===== src/hdl/nonzero_pixel_bounding_box_assert.svh =====
// Assertion macros used by the bounding box top level.
`ifndef NONZERO_PIXEL_BOUNDING_BOX_ASSERT_SVH
`define NONZERO_PIXEL_BOUNDING_BOX_ASSERT_SVH

// The consequent must hold in the same cycle as the antecedent.
`define NPBB_ASSERT_NOW(label, clk, rst, ante, cons) \
   label: assert property (@(posedge clk) disable iff (rst) (ante) |-> (cons)) \
      else $error("assertion failed");

// The consequent must hold in the cycle after the antecedent.
`define NPBB_ASSERT_NEXT(label, clk, rst, ante, cons) \
   label: assert property (@(posedge clk) disable iff (rst) (ante) |=> (cons)) \
      else $error("assertion failed");

`endif


===== src/hdl/npbb_pkg.sv =====
// Package with constants, types and helper functions for the bounding box block.
`timescale 1ns / 1ps
package npbb_pkg;

   localparam int MAX_DIMENSION = 4096;
   localparam int MAX_CHANNELS  = 4;
   localparam int INPUT_FIELDS  = 4;
   localparam int SAMPLE_BITS   = 32;
   localparam int DIM_W         = 13;
   localparam int COORD_W       = 12;
   localparam int CHAN_W        = 3;
   localparam int MODE_W        = 3;
   localparam int CSR_INDEX_W   = 3;
   localparam int CSR_DATA_W    = 13;
   localparam int EXT_W         = DIM_W + 1;

   localparam int MODE_ALPHA   = 0;
   localparam int MODE_FLOAT   = 1;
   localparam int MODE_PROTECT = 2;

   typedef enum logic [CSR_INDEX_W-1:0] {
      REG_FRAME_WIDTH    = 3'd0,
      REG_FRAME_HEIGHT   = 3'd1,
      REG_CHANNEL_COUNT  = 3'd2,
      REG_MODE_FLAGS     = 3'd3,
      REG_PROTECT_LEFT   = 3'd4,
      REG_PROTECT_TOP    = 3'd5,
      REG_PROTECT_SPAN_X = 3'd6,
      REG_PROTECT_SPAN_Y = 3'd7
   } csr_index_type;

   typedef logic [INPUT_FIELDS-1:0][SAMPLE_BITS-1:0] pixel_type;

   // Extent of the non-empty pixels of one frame.
   typedef struct packed {
      logic             any;
      logic [DIM_W-1:0] min_col;
      logic [DIM_W-1:0] min_row;
      logic [DIM_W-1:0] end_col;
      logic [DIM_W-1:0] end_row;
   } box_acc_type;

   typedef struct packed {
      logic [COORD_W-1:0] left;
      logic [COORD_W-1:0] top;
      logic [DIM_W-1:0]   width;
      logic [DIM_W-1:0]   height;
      logic               status;
   } box_result_type;

   // Zero acts as one and anything past the maximum acts as the maximum.
   function automatic logic [DIM_W-1:0] eff_dim(input logic [DIM_W-1:0] v);
      logic [DIM_W-1:0] r;
      if (v == '0) begin
         r = DIM_W'(1);
      end else if (v > DIM_W'(MAX_DIMENSION)) begin
         r = DIM_W'(MAX_DIMENSION);
      end else begin
         r = v;
      end
      return r;
   endfunction

endpackage


===== src/hdl/npbb_pixel_test.sv =====
// Decides whether one pixel holds a non-zero checked sample.
`timescale 1ns / 1ps
module npbb_pixel_test (
   input  npbb_pkg::pixel_type             samples,
   input  logic [npbb_pkg::CHAN_W-1:0]     channel_count,
   input  logic [npbb_pkg::MODE_W-1:0]     mode_flags,
   output logic                            hit
);
   import npbb_pkg::*;

   logic [CHAN_W-1:0]      chan_n;
   logic [CHAN_W-1:0]      chan_first;
   logic [SAMPLE_BITS-1:0] sample_mask;

   always_comb begin
      if (channel_count == '0) begin
         chan_n = CHAN_W'(1);
      end else if (channel_count > CHAN_W'(MAX_CHANNELS)) begin
         chan_n = CHAN_W'(MAX_CHANNELS);
      end else begin
         chan_n = channel_count;
      end
      if (chan_n > CHAN_W'(INPUT_FIELDS)) begin
         chan_n = CHAN_W'(INPUT_FIELDS);
      end
      chan_first = mode_flags[MODE_ALPHA] ? chan_n - CHAN_W'(1) : '0;
   end

   // Float samples drop the sign bit so that negative zero counts as empty.
   always_comb begin
      sample_mask = '1;
      if (mode_flags[MODE_FLOAT]) begin
         sample_mask[SAMPLE_BITS-1] = 1'b0;
      end
   end

   always_comb begin
      hit = 1'b0;
      for (int c = 0; c < INPUT_FIELDS; c++) begin
         if (CHAN_W'(c) >= chan_first && CHAN_W'(c) < chan_n &&
             (samples[c] & sample_mask) != '0) begin
            hit = 1'b1;
         end
      end
   end

endmodule


===== src/hdl/npbb_result.sv =====
// Forms the crop region and status of a finished frame.
`timescale 1ns / 1ps
module npbb_result (
   input  npbb_pkg::box_acc_type           acc,
   input  logic [npbb_pkg::DIM_W-1:0]      width_eff,
   input  logic [npbb_pkg::DIM_W-1:0]      height_eff,
   input  logic                            protect_en,
   input  logic [npbb_pkg::DIM_W-1:0]      protect_left,
   input  logic [npbb_pkg::DIM_W-1:0]      protect_top,
   input  logic [npbb_pkg::DIM_W-1:0]      protect_span_x,
   input  logic [npbb_pkg::DIM_W-1:0]      protect_span_y,
   output npbb_pkg::box_result_type        result
);
   import npbb_pkg::*;

   logic             fits;
   logic [EXT_W-1:0] prot_lx, prot_ly, prot_ex, prot_ey;
   logic [EXT_W-1:0] acc_lx, acc_ly, acc_ex, acc_ey;
   logic [EXT_W-1:0] lx, ly, ex, ey;
   logic [EXT_W-1:0] span_w, span_h;
   logic             status;

   // When a span already exceeds the frame the wrapped difference is never decisive.
   assign fits = !(protect_span_x > width_eff ||
                   protect_left > width_eff - protect_span_x ||
                   protect_span_y > height_eff ||
                   protect_top > height_eff - protect_span_y);

   assign prot_lx = EXT_W'(protect_left);
   assign prot_ly = EXT_W'(protect_top);
   assign prot_ex = EXT_W'(protect_left) + EXT_W'(protect_span_x);
   assign prot_ey = EXT_W'(protect_top) + EXT_W'(protect_span_y);
   assign acc_lx  = EXT_W'(acc.min_col);
   assign acc_ly  = EXT_W'(acc.min_row);
   assign acc_ex  = EXT_W'(acc.end_col);
   assign acc_ey  = EXT_W'(acc.end_row);

   always_comb begin
      lx     = '0;
      ly     = '0;
      ex     = '0;
      ey     = '0;
      status = 1'b0;
      if (protect_en) begin
         if (!fits) begin
            status = 1'b1;
         end else if (acc.any) begin
            lx = (acc_lx < prot_lx) ? acc_lx : prot_lx;
            ly = (acc_ly < prot_ly) ? acc_ly : prot_ly;
            ex = (acc_ex > prot_ex) ? acc_ex : prot_ex;
            ey = (acc_ey > prot_ey) ? acc_ey : prot_ey;
         end else if (protect_span_x != '0 && protect_span_y != '0) begin
            lx = prot_lx;
            ly = prot_ly;
            ex = prot_ex;
            ey = prot_ey;
         end
      end else if (acc.any) begin
         lx = acc_lx;
         ly = acc_ly;
         ex = acc_ex;
         ey = acc_ey;
      end
      if (ex <= lx || ey <= ly) begin
         lx = '0;
         ly = '0;
         ex = '0;
         ey = '0;
      end
   end

   assign span_w = ex - lx;
   assign span_h = ey - ly;

   assign result.left   = lx[COORD_W-1:0];
   assign result.top    = ly[COORD_W-1:0];
   assign result.width  = span_w[DIM_W-1:0];
   assign result.height = span_h[DIM_W-1:0];
   assign result.status = status;

endmodule


===== src/hdl/nonzero_pixel_bounding_box.sv =====
// Top level of the bounding box finder for non-empty pixels of a raster frame.
// Pixels enter on the req_ channel in raster order, one transaction per pixel,
// carrying up to four channel samples. The block counts column and row itself
// from the frame size set through the csr_ write port.
// A pixel counts as non-empty when a checked sample is non-zero; the smallest
// and largest hit coordinates are kept, and an optional protect region is
// merged in when the frame ends.
// One rsp_ transaction follows the last pixel of each frame and carries the
// crop region and a status bit; other pixels produce no result.
// Throughput is one pixel per cycle unless a last pixel waits for the snapshot
// register; the position counters and the extent registers update per pixel.
// After the last pixel is accepted, the result passes through the input register
// and the frame snapshot register before it is loaded into the output register.
// A stalled receiver holds the result; the next frame keeps streaming until
// its own last pixel finds the snapshot register still occupied.
// Synchronous reset clears the counters, the extents and all valid flags and
// loads the register defaults.
`timescale 1ns / 1ps
module nonzero_pixel_bounding_box (
   input  logic                                clock,
   input  logic                                reset,
   input  logic                                req_valid,
   output logic                                req_ready,
   input  logic [npbb_pkg::SAMPLE_BITS-1:0]    req_sample_ch0,
   input  logic [npbb_pkg::SAMPLE_BITS-1:0]    req_sample_ch1,
   input  logic [npbb_pkg::SAMPLE_BITS-1:0]    req_sample_ch2,
   input  logic [npbb_pkg::SAMPLE_BITS-1:0]    req_sample_ch3,
   output logic                                rsp_valid,
   input  logic                                rsp_ready,
   output logic [npbb_pkg::COORD_W-1:0]        rsp_box_left,
   output logic [npbb_pkg::COORD_W-1:0]        rsp_box_top,
   output logic [npbb_pkg::DIM_W-1:0]          rsp_box_width,
   output logic [npbb_pkg::DIM_W-1:0]          rsp_box_height,
   output logic                                rsp_status,
   input  logic                                csr_we,
   input  logic [npbb_pkg::CSR_INDEX_W-1:0]    csr_index,
   input  logic [npbb_pkg::CSR_DATA_W-1:0]     csr_wdata
);
   import npbb_pkg::*;
`include "nonzero_pixel_bounding_box_assert.svh"

   // Configuration registers.
   logic [DIM_W-1:0]  frame_width_ff, frame_height_ff;
   logic [CHAN_W-1:0] channel_count_ff;
   logic [MODE_W-1:0] mode_flags_ff;
   logic [DIM_W-1:0]  protect_left_ff, protect_top_ff;
   logic [DIM_W-1:0]  protect_span_x_ff, protect_span_y_ff;

   // Input register.
   logic      s1_valid_ff, s1_valid_in;
   pixel_type s1_pixel_ff;

   // Position and extent of the frame in progress.
   logic [COORD_W-1:0] col_ff, col_in;
   logic [COORD_W-1:0] row_ff, row_in;
   box_acc_type        acc_ff, acc_in, acc_upd;

   // Snapshot of a finished frame.
   logic        fin_valid_ff, fin_valid_in;
   box_acc_type fin_ff;

   // Output register.
   logic           rsp_valid_ff, rsp_valid_in;
   box_result_type rsp_ff, result;

   logic [DIM_W-1:0] width_eff, height_eff;
   logic [DIM_W-1:0] col_ext, row_ext, col_next, row_next;
   logic             hit, col_last, row_last, frame_last;
   logic             out_load, fin_free, s1_consume, req_take;

   assign width_eff  = eff_dim(frame_width_ff);
   assign height_eff = eff_dim(frame_height_ff);

   always_ff @(posedge clock) begin
      if (reset) begin
         frame_width_ff    <= DIM_W'(1);
         frame_height_ff   <= DIM_W'(1);
         channel_count_ff  <= CHAN_W'(1);
         mode_flags_ff     <= '0;
         protect_left_ff   <= '0;
         protect_top_ff    <= '0;
         protect_span_x_ff <= '0;
         protect_span_y_ff <= '0;
      end else if (csr_we) begin
         case (csr_index_type'(csr_index))
            REG_FRAME_WIDTH:    frame_width_ff    <= csr_wdata;
            REG_FRAME_HEIGHT:   frame_height_ff   <= csr_wdata;
            REG_CHANNEL_COUNT:  channel_count_ff  <= csr_wdata[CHAN_W-1:0];
            REG_MODE_FLAGS:     mode_flags_ff     <= csr_wdata[MODE_W-1:0];
            REG_PROTECT_LEFT:   protect_left_ff   <= csr_wdata;
            REG_PROTECT_TOP:    protect_top_ff    <= csr_wdata;
            REG_PROTECT_SPAN_X: protect_span_x_ff <= csr_wdata;
            REG_PROTECT_SPAN_Y: protect_span_y_ff <= csr_wdata;
            default: ;
         endcase
      end
   end

   npbb_pixel_test u_pixel_test (
      .samples       (s1_pixel_ff),
      .channel_count (channel_count_ff),
      .mode_flags    (mode_flags_ff),
      .hit           (hit)
   );

   // Handshake chain: output register, snapshot register, input register.
   assign out_load   = fin_valid_ff && (!rsp_valid_ff || rsp_ready);
   assign fin_free   = !fin_valid_ff || out_load;
   assign s1_consume = s1_valid_ff && (!frame_last || fin_free);
   assign req_ready  = !s1_valid_ff || s1_consume;
   assign req_take   = req_valid && req_ready;

   assign s1_valid_in = req_take ? 1'b1 : (s1_consume ? 1'b0 : s1_valid_ff);

   always_ff @(posedge clock) begin
      if (reset) begin
         s1_valid_ff <= 1'b0;
      end else begin
         s1_valid_ff <= s1_valid_in;
      end
   end

   always_ff @(posedge clock) begin
      if (req_take) begin
         s1_pixel_ff <= {req_sample_ch3, req_sample_ch2, req_sample_ch1, req_sample_ch0};
      end
   end

   // A row ends once the next column reaches or passes the current width.
   assign col_ext    = DIM_W'(col_ff);
   assign row_ext    = DIM_W'(row_ff);
   assign col_next   = col_ext + DIM_W'(1);
   assign row_next   = row_ext + DIM_W'(1);
   assign col_last   = col_next >= width_eff;
   assign row_last   = row_next >= height_eff;
   assign frame_last = col_last && row_last;

   always_comb begin
      acc_upd = acc_ff;
      if (hit) begin
         acc_upd.any = 1'b1;
         if (col_ext < acc_ff.min_col) begin
            acc_upd.min_col = col_ext;
         end
         if (row_ext < acc_ff.min_row) begin
            acc_upd.min_row = row_ext;
         end
         if (col_next > acc_ff.end_col) begin
            acc_upd.end_col = col_next;
         end
         if (row_next > acc_ff.end_row) begin
            acc_upd.end_row = row_next;
         end
      end
   end

   always_comb begin
      col_in = col_ff;
      row_in = row_ff;
      acc_in = acc_ff;
      if (s1_consume) begin
         if (frame_last) begin
            col_in = '0;
            row_in = '0;
            acc_in = '{any: 1'b0, min_col: '1, min_row: '1, end_col: '0, end_row: '0};
         end else if (col_last) begin
            col_in = '0;
            row_in = row_next[COORD_W-1:0];
            acc_in = acc_upd;
         end else begin
            col_in = col_next[COORD_W-1:0];
            acc_in = acc_upd;
         end
      end
   end

   always_ff @(posedge clock) begin
      if (reset) begin
         col_ff <= '0;
         row_ff <= '0;
         acc_ff <= '{any: 1'b0, min_col: '1, min_row: '1, end_col: '0, end_row: '0};
      end else begin
         col_ff <= col_in;
         row_ff <= row_in;
         acc_ff <= acc_in;
      end
   end

   assign fin_valid_in = (s1_consume && frame_last) ? 1'b1 :
                         (out_load ? 1'b0 : fin_valid_ff);

   always_ff @(posedge clock) begin
      if (reset) begin
         fin_valid_ff <= 1'b0;
      end else begin
         fin_valid_ff <= fin_valid_in;
      end
   end

   always_ff @(posedge clock) begin
      if (s1_consume && frame_last) begin
         fin_ff <= acc_upd;
      end
   end

   npbb_result u_result (
      .acc            (fin_ff),
      .width_eff      (width_eff),
      .height_eff     (height_eff),
      .protect_en     (mode_flags_ff[MODE_PROTECT]),
      .protect_left   (protect_left_ff),
      .protect_top    (protect_top_ff),
      .protect_span_x (protect_span_x_ff),
      .protect_span_y (protect_span_y_ff),
      .result         (result)
   );

   assign rsp_valid_in = out_load ? 1'b1 : (rsp_ready ? 1'b0 : rsp_valid_ff);

   always_ff @(posedge clock) begin
      if (reset) begin
         rsp_valid_ff <= 1'b0;
      end else begin
         rsp_valid_ff <= rsp_valid_in;
      end
   end

   always_ff @(posedge clock) begin
      if (out_load) begin
         rsp_ff <= result;
      end
   end

   assign rsp_valid      = rsp_valid_ff;
   assign rsp_box_left   = rsp_ff.left;
   assign rsp_box_top    = rsp_ff.top;
   assign rsp_box_width  = rsp_ff.width;
   assign rsp_box_height = rsp_ff.height;
   assign rsp_status     = rsp_ff.status;

   // A frame with hits always has a non-empty extent.
   `NPBB_ASSERT_NOW(a_extent_ordered, clock, reset, acc_ff.any,
      acc_ff.min_col < acc_ff.end_col && acc_ff.min_row < acc_ff.end_row)
   // Without hits min_col, end_col and end_row still hold their cleared values.
   `NPBB_ASSERT_NOW(a_extent_cleared, clock, reset, !acc_ff.any,
      acc_ff.min_col == '1 && acc_ff.end_col == '0 && acc_ff.end_row == '0)
   // A waiting snapshot is never dropped before it reaches the output register.
   `NPBB_ASSERT_NEXT(a_snapshot_kept, clock, reset, fin_valid_ff && !out_load,
      fin_valid_ff)
   // An error status always comes with an all-zero region.
   `NPBB_ASSERT_NOW(a_error_zero_box, clock, reset, rsp_valid_ff && rsp_ff.status,
      rsp_ff.left == '0 && rsp_ff.top == '0 && rsp_ff.width == '0 && rsp_ff.height == '0)

endmodule

===== config.mk =====
export PLATFORM = sky130hd
export DESIGN_NAME = nonzero_pixel_bounding_box
export DESIGN_NICKNAME = d
export VERILOG_FILES = /design/src/hdl/npbb_pkg.sv /design/src/hdl/npbb_pixel_test.sv /design/src/hdl/npbb_result.sv /design/src/hdl/nonzero_pixel_bounding_box.sv
export VERILOG_INCLUDE_DIRS = /design/src /design/src/hdl
export SDC_FILE = /design/constraint.sdc
export NUM_CORES = 1
export LEC_CHECK = 0
export ABC_AREA = 1
export BUFFER_PORTS_ARGS = -buffer_cell sky130_fd_sc_hd__buf_2
export CORE_MARGIN = 2
export CORE_UTILIZATION = 40
export CTS_CLUSTER_DIAMETER = 30
export DETAILED_ROUTE_END_ITERATION = 8
export MAX_ROUTING_LAYER = met4
export SETUP_SLACK_MARGIN = 0.02
export SYNTH_ARGS = -nofsm -noshare
export SYNTH_HDL_FRONTEND = slang
export SYNTH_SLANG_ARGS = --single-unit

===== constraint.sdc =====
create_clock -name clock -period 18.8 [get_ports clock]
set_input_delay 2.82 -clock clock [delete_from_list [all_inputs] [get_ports clock]]
set_output_delay 2.82 -clock clock [all_outputs]
set_load 0.005 [all_outputs]

# Word level (Yosys, flattened, before mapping)
# Cells that the tools add are included.
word_totals:
  register_bits: 396
  word_cells: 187
  output_inout_bits: 53
  input_bits: 149
op_classes:
  n_mux: 58
  reduce_logical: 49
  add_sub_neg: 9
  eq_ne: 7
  n_bitwise: 4
  magnitude_cmp: 28
ops:
  columns: ["op", "count"]
  rows:
  - ["$mux W13", 20]
  - ["$mux W14", 16]
  - ["$and A32 B32 Y32", 4]
  - ["$reduce_bool A32 Y1", 4]
  - ["$mux W53", 2]
  - ["$gt A13 B13 Y1", 6]
  - ["$sub A13 B13 Y13", 4]
  - ["$mux W12", 4]
  - ["$add A13 B13 Y14", 2]
  - ["$gt A13 B14 Y1", 2]
  - ["$le A14 B14 Y1", 2]
  - ["$add A12 B1 Y13 const B", 2]
  - ["$ge A13 B13 Y1", 2]
  - ["$gt A13 B13 Y1 const B", 2]
  - ["$logic_not A13 Y1", 2]
  - ["$lt A12 B13 Y1", 2]
  - ["$lt A13 B13 Y1", 2]
  - ["$reduce_bool A13 Y1", 2]
  - ["$reduce_and A2 Y1", 9]
  - ["$logic_and A1 B1 Y1", 14]
  - ["$eq A3 B3 Y1 const B", 4]
  - ["$mux W1", 12]
  - ["$mux W3", 4]
  - ["$logic_or A1 B1 Y1", 8]
  - ["other kinds (11)", 24]

# Longest topological paths before layout
# Gate-level depths: netlist (run 1).
logic_depth:
  word_depth: 16
  mapped_depth: 64
  mapped_depth_nobuf: 62

# Modules after synthesis
# A second synthesis (run 1) with hierarchy kept.
unflattened:
  cells_unflattened: 3256
  hier_area_um2: 25201.7
modules_own_cells:
  columns: ["mod", "instances", "area_per_inst_um2", "cells_each", "seq_area_each_um2"]
  rows:
  - ["nonzero_pixel_bounding_box", 1, 16534.6, 1700, 10249.8]
  - ["npbb_result", 1, 8066.5, 1405, 0.0]
  - ["npbb_pixel_test", 1, 600.6, 151, 0.0]

# Worst setup path after synthesis (run 1)
# No wires, ideal clock.
synth_timing:
  kind: "input-to-reg"
  from: "input rsp_ready"
  to: "register s1_pixel_ff[0] in the netlist's numbering (enable)"
  arrival_time_ps: 9566
  path_slack_ps: 8577
  n_path_buf: 2
  setup_time_ps: 657
  required_ps: 18143
  path_stages: 8
  path_cell_list: "inv_1 -> nand2_1 -> nor2_1 -> nand3_1 -> nand2_1 -> buf_4 -> clkbuf_1 -> a21oi_1"
synth_between:
  elab_chain_len: 7
synth_rtl:
  columns: ["element", "line", "rtl"]
  rows:
  - ["start: declaration", "nonzero_pixel_bounding_box.sv:29", "input logic rsp_ready,"]
  - ["$logic_or A1 B1 Y1", "nonzero_pixel_bounding_box.sv:107", "assign out_load = fin_valid_ff && (!rsp_valid_ff || rsp_ready);"]
  - ["$logic_and A1 B1 Y1", "nonzero_pixel_bounding_box.sv:107", null]
  - ["$logic_or A1 B1 Y1", "nonzero_pixel_bounding_box.sv:108", "assign fin_free = !fin_valid_ff || out_load;"]
  - ["$logic_or A1 B1 Y1", "nonzero_pixel_bounding_box.sv:109", "assign s1_consume = s1_valid_ff && (!frame_last || fin_free);"]
  - ["$logic_and A1 B1 Y1", "nonzero_pixel_bounding_box.sv:109", null]
  - ["$logic_or A1 B1 Y1", "nonzero_pixel_bounding_box.sv:110", "assign req_ready = !s1_valid_ff || s1_consume;"]
  - ["$logic_and A1 B1 Y1", "nonzero_pixel_bounding_box.sv:111", "assign req_take = req_valid && req_ready;"]
  - ["named net req_take", "nonzero_pixel_bounding_box.sv:69", "logic out_load, fin_free, s1_consume, req_take;"]
  - ["end signal: assignment", "nonzero_pixel_bounding_box.sv:125", "s1_pixel_ff <= {req_sample_ch3, req_sample_ch2, req_sample_ch1, req_sample_ch0};"]
  - ["end: declaration", "nonzero_pixel_bounding_box.sv:51", "pixel_type s1_pixel_ff;"]
# The timed path passes the listed nets, and every way through them passes these cells.
# A chain may end at the register's enable or synchronous reset.

==> qor.txt, run 1 <==
Status: complete, but fails checks
Failing checks: design-rule violations
# DRC: 2
FMAX: 0.112 GHz
Max Cap Viol: 0
FF-to-FF setup slack: 9.90 ns
Drt via density: 5.08
Clk_lat worst skew: 0.64 ns
Crit-path max cell delay: 0.57 ns
Ys flop type: edfxtp_1
Final WL: 68800 µm
Vias in the first global route: 19800
Setup TNS: 0 ns
CTS sink cnt: 396
# resized after CTS: 0
Sequential element share of the synthesized area: 0.414
Core Region: 61500 µm²
Area Growth Syn to Fin: 19.8%
Cell family with most CP delay: simple AND/OR/NAND/NOR gates
CP endpoint kind: register
CP most frequent cell: nand2_1
Unique masters post-synth: 59
Slew Limit Fails: 0
Clk root buf: clkbuf_16
Buf+Inv Stages, Crit Path: 6
Worst VDD drop: 0.0817 mV
TritonRoute pass-1 iters: 9
Design Power: 0.00322 W
Worst reg2reg path depth: 59
IO buf count: 201
Async SR Flop Fraction: 0
Worst slew pin tran: 0.938 ns
Die width: 253 µm
DRT iter0 DRCs: 1546
Post-Syn Area: 24800 µm²
Leak: 13.5 nW
Cell Pwr Density: 108 nW/µm²
Worst Clk Skew: 0.0294 ns
Worst hold endpoint: acc_ff[52]
Overall Global Routing Usage: 0.221
Worst Hold Depth: 2
Grt ovf: 0
CTS HTree Levels: 3
Crit path kind: reg2reg
Routed WL per cell: 16.7 µm
Min-delay src: acc_ff[52]
Final critical-path share of the clock period: 0.474
CP required: 19.16 ns
Relative slew slack: 0.373
CTS tree: done
FF-to-FF Start: frame_width_ff[6]
Via Count: 21000
Initial Util: 0.403
Post-CTS Setup Bufs: 0
Final setup viols: 0
Die area: 64000 µm²
# IOs: 202
First-pass GRT wire length: 108000 µm
Die H: 253 µm
FF-to-FF End: rsp_box_width[11]
Initial antenna violation count: 1
Final Hold Fails: 0
Crit path max fanout: 31
Post-synth EDFFs: 232
Hold Path Class: reg2reg
CP Launch Type: register
Detailed placement HPWL: 52300 µm
Fraction of layout cells with a size suffix above 1: 0.143
Final GP Congestion: 0.943
Data arrival, critical path: 9.27 ns
Final nets: 3672
Slowest cell on crit path: clkinv_2
#FFs+latches synth: 396
Shortest period the worst path allows: 8.90 ns
RSZ-0062 raised after global routing: false
Clk slew on worst S/H paths: 0.05 ns
Hold_buf cts: 0
Cell Rows: 91
Avg Cell Area, Syn: 8.16 µm²
Syn_nets: 3448
YS warnings: 0
Cells after synthesis: 3038
Max clock buf depth: 3
Largest net degree at the start of global routing: 87
ANT nets after route: 0
CTS Buf Count: 92
## synth_stat cells, types with 15 or more instances
library cell  number  area share
a21oi_1          265       0.054
nor3_1            22      0.0044
nand4_1           44       0.011
nand2_2           15      0.0038
xor2_1            58       0.020
nor4_1            41       0.010
o22ai_2           23       0.012
nand2_1          733        0.11
o21ai_1           22      0.0044
xnor2_1           19      0.0067
clkbuf_1          43      0.0065
edfxtp_1         232        0.28
inv_1            403       0.061
a22oi_1           22      0.0067
buf_2             26      0.0052
nor2_1           167       0.025
inv_2             32      0.0048
o21ai_0          216       0.044
dfxtp_1          164        0.13
nand3_1          116       0.023
ha_1             255        0.13
## final cells by class
class                      instances  area [µm²]
clock inverter                    69         817
timing repair buffer             214        1100
multi-input combinational       2119       12500
antenna                            2        5.00
clock buffer                     103        2360
tap                              790         988
inverter                         439        1650
sequential                       396       10200
fill                            5947       31800
## worst max-delay path by stage
stage | from | cells past startpoint | end | slack [ns]
6_report | frame_width_ff[6] | 59 | rsp_box_width[11] | 9.90
5_1_grt | frame_width_ff[6] | 59 | rsp_box_width[11] | 8.97
4_1_cts | frame_width_ff[6] | 59 | rsp_box_width[11] | 9.93
3_5_place_dp | frame_width_ff[8] | 57 | rsp_box_width[11] | 9.98
3_3_place_gp | frame_width_ff[8] | 57 | rsp_box_width[11] | 10.19
2_1_floorplan | rsp_ready | 8 | s1_pixel_ff[0] | 8.58
## power by group
| group | switching, W | leakage (nW) | internal (W) | total (W) |
|---|---|---|---|---|
| combinational | 0.000375 | 8.47 | 0.000201 | 0.000576 |
| sequential | 0.0000437 | 3.54 | 0.000998 | 0.00104 |
| clock | 0.000526 | 1.52 | 0.00107 | 0.00160 |
## sequential cells by signal, summed over array words and instances, names as in the netlist, 13 cells and up
register,count
acc_ff,53
fin_ff,53
frame_height_ff,13
frame_width_ff,13
protect_left_ff,13
protect_span_x_ff,13
protect_span_y_ff,13
protect_top_ff,13
rsp_box_height,13
rsp_box_width,13
s1_pixel_ff,128
## metrics by stage
step	utilization	instances	cell area [µm²]	worst slack [ns]	hold WS [ns]
floorplan	-	3038	24800	8.58	0.445
global placement	0.431	3958	26500	10.19	0.457
detailed placement	0.431	3958	26500	9.98	0.469
CTS	0.483	4130	29700	9.93	0.479
global route	0.483	4131	29700	8.97	0.501
finish	0.483	4132	29700	9.90	0.480
## worst register-to-register path, delay by kind of cell (launching register included)
| family | cells | cell delay (ns) |
|---|---|---|
| and+or+nand+nor | 34 | 3.61 |
| buffers and inverters | 6 | 1.27 |
| AOI/OAI and AO/OA | 12 | 1.89 |
| xor gates and xnor gates | 2 | 0.27 |
| DFF | 1 | 0.31 |
| adders and majority gates | 5 | 1.31 |
## per-layer routing
| layer | routed length [µm] | share of wire | up-vias | track usage |
|---|---|---|---|---|
| met3 | 5020 | 0.073 | 129 | 0.0440 |
| met4 | 1760 | 0.026 | 0 | 0.0648 |
| met1 | 32100 | 0.47 | 9442 | 0.295 |
| met5 | 0 | 0 | - | - |
| met2 | 30000 | 0.44 | 710 | 0.340 |
| li1 | - | - | 10700 | - |
## kinds of logic (layout without fill, tap and decap cells)
family / after synthesis / after routing / synth area share
other: 0 / 2 / 0
DFF: 396 / 396 / 0.414
and+or+nand+nor: 1166 / 1166 / 0.199
xor gates and xnor gates: 77 / 77 / 0.0272
AOI/OAI and AO/OA: 615 / 615 / 0.143
buffers and inverters: 523 / 825 / 0.0832
adders and majority gates: 261 / 261 / 0.134
## layout by cell type (no fill, tap or decap), drive strengths merged, types with 5 or more instances in the layout
master    synthesis  layout
clkbuf           43     103
ha              255     255
o22ai            25      25
nand2           749     749
nand3           119     119
edfxtp          232     232
xor2             58      58
fa                6       6
dfxtp           164     164
inv             435     440
nor2            175     175
clkinv            4      44
nand4            44      44
buf              41     214
nor4             41      41
a22oi            22      22
bufinv            0      12
clkinvlp          0      12
o21bai           14      14
nand3b            5       5
xnor2            19      19
a21oi           273     273
o211ai           17      17
nor3             24      24
o21ai           238     238
a21boi            5       5
a31o              5       5
No activity file was read; power rests on OpenSTA's default activity.
==> run 2: changes to the inputs <==
Clock period 18.8 ns to 8.9 ns, I/O delays scaled along.
==> run 2 against run 1 <==
Highest routed layer unchanged. Largest cell class unchanged. The flow now finishes without violations. Wire length is 1.8% lower. Final area is 0.17% higher. Clock-buffer cell count is 2 lower. Global-route usage is 0.51 points lower. Flip-flop and latch count stayed put. Maximum frequency is 10% higher. Total power is 110% higher. Cell count stayed put. Die area stayed put. Core utilization is 0.081 points higher. Setup slack worse by 9.1 ns.
==> qor.txt, run 2 (synthesis gave the netlist of run 1 again) <==
Status: completed (was complete, but fails checks)
Die width: 253 µm (unchanged)
CP required: 9.27 ns (was 19.16 ns)
Leak: 13.5 nW (about the same)
Data arrival, critical path: 8.46 ns (was 9.27 ns)
Cell Pwr Density: 228 nW/µm² (was 108 nW/µm²)
CTS Buf Count: 88 (was 92)
Largest register FFs: 128 (unchanged)
# DRC: 0 (was 2)
Hold Path Class: reg2reg (unchanged)
ANT nets after route: 0 (unchanged)
TritonRoute pass-1 iters: 5 (was 9)
Max Cap Viol: 0 (unchanged)
FMAX: 0.124 GHz (was 0.112 GHz)
CTS sink cnt: 396 (unchanged)
Clk root buf: clkbuf_16 (unchanged)
Die area: 64000 µm² (unchanged)
Worst reg2reg path depth: 61 (was 59)
Final critical-path share of the clock period: 0.909 (was 0.474)
CP endpoint kind: register (unchanged)
Die H: 253 µm (unchanged)
FF-to-FF Start: frame_width_ff[7] (was frame_width_ff[6])
Relative slew slack: 0.253 (was 0.373)
Final Hold Fails: 0 (unchanged)
Post-place setup slack: 0.566 ns (was 9.98 ns)
Via Count: 21000 (about the same)
Worst hold endpoint: frame_height_ff[3] (was acc_ff[52])
CTS tree: done (unchanged)
Final setup viols: 0 (unchanged)
Placed Cells: 3958 (unchanged)
DRT iter0 DRCs: 1495 (was 1546)
Crit-path max cell delay: 0.35 ns (was 0.57 ns)
CP most frequent cell: nand2_1 (unchanged)
Max clock buf depth: 3 (unchanged)
First-pass GRT wire length: 105000 µm (was 108000 µm)
CP Launch Type: register (unchanged)
Fin cells: 4132 (unchanged)
Commonest non-fill, non-tap cell in the layout: nand2_1 (unchanged)
Initial Util: 0.403 (unchanged)
Final GP Congestion: 0.937 (was 0.943)
Clk_lat worst skew: 0.64 ns (about the same)
Vias in the first global route: 19600 (was 19800)
FF-to-FF setup slack: 0.81 ns (was 9.90 ns)
Worst setup path startpoint: frame_width_ff[7] (was frame_width_ff[6])
FF-to-FF End: rsp_box_width[11] (unchanged)
Overall Global Routing Usage: 0.216 (was 0.221)
Setup TNS: 0 ns (unchanged)
Worst Clk Skew: 0.0409 ns (was 0.0294 ns)
Slew Limit Fails: 0 (unchanged)
Drt via density: 5.08 (about the same)
Cell Rows: 91 (unchanged)
Crit path kind: reg2reg (unchanged)
Initial antenna violation count: 2 (was 1)
Worst VDD drop: 0.169 mV (was 0.0817 mV)
Hold slack: 0.478 ns (was 0.480 ns)
Final WL: 67500 µm (was 68800 µm)
Worst Hold Depth: 2 (unchanged)
Area Growth Syn to Fin: 20.0% (was 19.8%)
Fraction of layout cells with a size suffix above 1: 0.148 (was 0.143)
Crit path max fanout: 21 (was 31)
Clk slew on worst S/H paths: 0.05 ns (about the same)
Detailed placement HPWL: 51200 µm (was 52300 µm)
Core Region: 61500 µm² (unchanged)
Shortest period the worst path allows: 8.09 ns (was 8.90 ns)
Slowest cell on crit path: ha_1 (was clkinv_2)
Largest net degree at the start of global routing: 90 (was 87)
Final nets: 3674 (was 3672)
Min-delay src: frame_height_ff[3] (was acc_ff[52])
IO buf count: 201 (unchanged)
CTS HTree Levels: 3 (unchanged)
Most frequent cells in the layout: nand2_1, inv_1, a21oi_1 (unchanged)
Worst slew pin tran: 1.12 ns (was 0.938 ns)
Final worst-path setup slack: 0.812 ns (was 9.90 ns)
Largest Register: s1_pixel_ff (unchanged)
# IOs: 202 (unchanged)
RSZ-0062 raised after global routing: false (unchanged)
Grt ovf: 0 (unchanged)
Routed WL per cell: 16.3 µm (was 16.7 µm)
Fill count: 5962 (was 5947)
Top Registers: s1_pixel_ff (128), acc_ff (53), fin_ff (53) (unchanged)
run 2: cell types whose count changed in the layout (fill, tap and decap cells not counted), moves of 3 or more:
cell	change
clkinv_1	-9
inv_8	+7
clkinv_2	-6
inv_6	+6
buf_4	+5
clkbuf_1	-4
clkbuf_8	+4
a21oi_1	-3
a21oi_2	+3
run 2: worst max-delay path by stage:
stage,slack (ns),to
2_1_floorplan,1.89,rsp_box_height[12]
3_3_place_gp,0.73,rsp_box_height[11]
3_5_place_dp,0.57,rsp_box_width[11]
4_1_cts,0.52,rsp_box_width[11]
5_1_grt,0.04,rsp_box_width[11]
6_report,0.81,rsp_box_width[11]
run 2: layout make-up:
class | count | area, µm² | share of cell area
inverters | 439 | 1660 | 0.0557
multi-input cells | 2119 | 12500 | 0.421
diodes | 2 | 5.00 | 0.000168
repair buffers | 220 | 1160 | 0.0391
clock buffers | 101 | 2350 | 0.0792
well taps | 790 | 988 | 0.0332
flip-flops and latches | 396 | 10200 | 0.345
clock inverters | 65 | 797 | 0.0268
run 2: per-stage QoR:
step | util | cell area, µm² | total power [W]
2_1_floorplan | - | 24800 | 0.00310
3_3_place_gp | 0.431 | 26500 | 0.00343
3_5_place_dp | 0.431 | 26500 | 0.00344
4_1_cts | 0.482 | 29600 | 0.00682
5_1_grt | 0.484 | 29700 | 0.00711
6_report | 0.484 | 29700 | 0.00678
run 2: layer usage:
metal  vias to the layer above  wire length [µm]  GRT usage
met5                         -                 0          -
met4                         0              1760     0.0675
met3                       116              5470     0.0485
met2                       697             29200      0.328
met1                      9476             31200      0.287
li1                      10700                 -          -
run 2: critical path, delay by kind of cell, from the launching register on:
kind / cells / cell delay, ns
buffers and inverters: 5 / 0.75
adder cells (fa/ha/maj): 5 / 1.33
AND/OR/NAND/NOR: 35 / 3.17
XOR/XNOR: 2 / 0.28
AO/OA/AOI/OAI: 14 / 1.99
flip-flops: 1 / 0.30
run 2: power breakdown:
part	switching (W)	total [W]	internal [W]
sequential	0.0000927	0.00220	0.00211
combinational	0.000794	0.00122	0.000429
clock	0.00114	0.00336	0.00222
run 2: timing repair:
| item | 4_1_cts | 5_1_grt |
|---|---|---|
| hold buffers | 0 | 0 |
| endpoints found under the setup margin | 0 | 7 |
| gates resized for setup | 0 | 11 |
| setup buffers | 0 | 6 |
==> run 3: changes to the inputs <==
Settings changed: PLACE_DENSITY_LB_ADDON set to 0.12.
==> run 3 against run 2 <==
Sequential power is essentially flat. Sequential share of layout area is essentially flat. Clock power shrank 3%. Critical path depth shrank 3. Wire length grew 7.0%. Via count grew 1.8%. Core utilization is essentially flat. Maximum frequency shrank 0.40%. Die area is the same. Final area is essentially flat. Global-route usage grew 1.5 points. Setup slack lost 0.032 ns. Critical path type unchanged. Highest routed layer unchanged.
==> qor.txt, run 3 (synthesis gave the netlist of run 1 again) <==
CTS sink cnt: 396 (unchanged)
Top Registers: s1_pixel_ff (128), acc_ff (53), fin_ff (53) (unchanged)
Final setup viols: 0 (unchanged)
Fill count: 5895 (was 5962)
# DRC: 0 (unchanged)
Data arrival, critical path: 8.51 ns (was 8.46 ns)
Met1 Use GR: 0.306 (was 0.287)
Hold Path Class: reg2reg (unchanged)
Relative slew slack: 0.216 (was 0.253)
Leak: 13.5 nW (about the same)
Final worst-path setup slack: 0.780 ns (was 0.812 ns)
Overall Global Routing Usage: 0.232 (was 0.216)
Initial antenna violation count: 0 (was 2)
FF-to-FF Start: frame_width_ff[6] (was frame_width_ff[7])
GRT Max-Usage Layer: met2 (unchanged)
Design Power: 0.00673 W (was 0.00678 W)
DRT iter0 DRCs: 1290 (was 1495)
Min-delay src: acc_ff[52] (was frame_height_ff[3])
Crit path max fanout: 22 (was 21)
Clk slew on worst S/H paths: 0.05 ns (about the same)
Worst VDD drop: 0.166 mV (was 0.169 mV)
Die area: 64000 µm² (unchanged)
Worst reg2reg path depth: 58 (was 61)
FMAX: 0.123 GHz (was 0.124 GHz)
Vias in the first global route: 20700 (was 19600)
CP Launch Type: register (unchanged)
Setup TNS: 0 ns (unchanged)
Final critical-path share of the clock period: 0.912 (was 0.909)
Largest register FFs: 128 (unchanged)
Clk_lat worst skew: 0.63 ns (was 0.64 ns)
Core Region: 61500 µm² (unchanged)
FF-to-FF setup slack: 0.78 ns (was 0.81 ns)
Final WL: 72300 µm (was 67500 µm)
Final nets: 3680 (was 3674)
CP endpoint kind: register (unchanged)
M3 GR Usage: 0.0337 (was 0.0485)
Cell Pwr Density: 226 nW/µm² (was 228 nW/µm²)
CTS Buf Count: 90 (was 88)
ANT nets after route: 0 (unchanged)
Worst setup path startpoint: frame_width_ff[6] (was frame_width_ff[7])
Initial Util: 0.403 (unchanged)
Cell Rows: 91 (unchanged)
FF-to-FF End: rsp_box_height[12] (was rsp_box_width[11])
First-pass GRT wire length: 112000 µm (was 105000 µm)
Post-place setup slack: 0.180 ns (was 0.566 ns)
Final GP Congestion: 0.946 (was 0.937)
Via Count: 21400 (was 21000)
Grt ovf: 0 (unchanged)
IO buf count: 201 (unchanged)
M2 GR Usage: 0.357 (was 0.328)
Routed WL per cell: 17.5 µm (was 16.3 µm)
Max Cap Viol: 0 (unchanged)
Most frequent cells in the layout: nand2_1, inv_1, a21oi_1 (unchanged)
CP endpoint: rsp_box_height[12] (was rsp_box_width[11])
Crit path kind: reg2reg (unchanged)
Slowest cell on crit path: fa_1 (was ha_1)
Die H: 253 µm (unchanged)
Drt via density: 5.17 (was 5.08)
CTS tree: done (unchanged)
Largest Register: s1_pixel_ff (unchanged)
Area Growth Syn to Fin: 19.9% (was 20.0%)
Max clock buf depth: 3 (unchanged)
Shortest period the worst path allows: 8.12 ns (was 8.09 ns)
CTS HTree Levels: 3 (unchanged)
CP required: 9.29 ns (was 9.27 ns)
Hold_buf cts: 0 (unchanged)
Worst slew pin tran: 1.17 ns (was 1.12 ns)
Detailed placement HPWL: 55200 µm (was 51200 µm)
Slew Limit Fails: 0 (unchanged)
Hold slack: 0.477 ns (was 0.478 ns)
Status: completed (unchanged)
Die width: 253 µm (unchanged)
RSZ-0062 raised after global routing: false (unchanged)
Fraction of layout cells with a size suffix above 1: 0.147 (was 0.148)
Clk root buf: clkbuf_16 (unchanged)
Crit-path max cell delay: 0.40 ns (was 0.35 ns)
# IOs: 202 (unchanged)
Commonest non-fill, non-tap cell in the layout: nand2_1 (unchanged)
TritonRoute pass-1 iters: 5 (unchanged)
Final Hold Fails: 0 (unchanged)
CP most frequent cell: nand2_1 (unchanged)
Post-layout util: 0.483 (was 0.484)
Worst Clk Skew: 0.0201 ns (was 0.0409 ns)
Largest net degree at the start of global routing: 91 (was 90)
-- run 3: cell types whose count changed in the layout (fill, tap and decap cells not counted), moves of 2 or more --
cell	change
inv_16	+2
o21ai_0	-3
o21ai_1	+3
clkinvlp_4	+2
nand2_1	-3
buf_4	+3
clkinv_1	+7
clkinv_2	-2
clkbuf_8	-3
clkbuf_1	+4
inv_8	-7
nand2_4	+2
-- run 3: routing by layer --
metal | vias up | part of all wire | routed length (µm)
met3 | 161 | 0.056 | 4040
li1 | 10700 | - | -
met4 | 0 | 0.033 | 2410
met5 | - | 0 | 0
met1 | 9809 | 0.47 | 34000
met2 | 667 | 0.44 | 31900
-- run 3: how the worst min path moves through the flow --
stage / endpoint / slack (ns) / cells after the start
floorplan: frame_height_ff[3] / 0.44 / 2
global placement: acc_ff[52] / 0.46 / 2
detailed placement: acc_ff[52] / 0.47 / 2
CTS: acc_ff[52] / 0.48 / 2
global route: frame_height_ff[5] / 0.51 / 2
finish: acc_ff[52] / 0.48 / 2
-- run 3: cell type report --
type                            count  area, µm²  area share
Antenna cell                        1       2.50   0.0000842
Sequential cell                   396      10200       0.345
Tap cell                          790        988      0.0333
Clock inverter                     66        714      0.0240
Inverter                          439       1690      0.0568
Clock buffer                      102       2330      0.0783
Multi-Input combinational cell   2119      12500       0.422
Timing Repair Buffer              224       1190      0.0402
-- run 3: where the power goes --
part / internal [W] / switching, W / leakage [nW]
Clock: 0.00213 / 0.00113 / 1.44
Combinational: 0.000439 / 0.000823 / 8.55
Sequential: 0.00211 / 0.0000919 / 3.54
-- run 3: per-stage QoR --
stage               cells  instance area [µm²]
CTS                  4126                29500
global placement     3958                26500
global route         4136                29700
floorplan            3038                24800
finish               4137                29700
detailed placement   3958                26500
-- run 3: what timing repair did --
action	CTS	global route
setup buffers	0	10
endpoints found under the setup margin	0	15
resized for setup	0	25
-- run 3: critical path: cells and delay by family (launching register included) --
family,cells,cell delay (ns)
compound gates,9,1.46
xor+xnor,1,0.14
fa+ha+maj,6,1.58
buf+inv,9,0.94
flops,1,0.29
simple gates,33,3.45
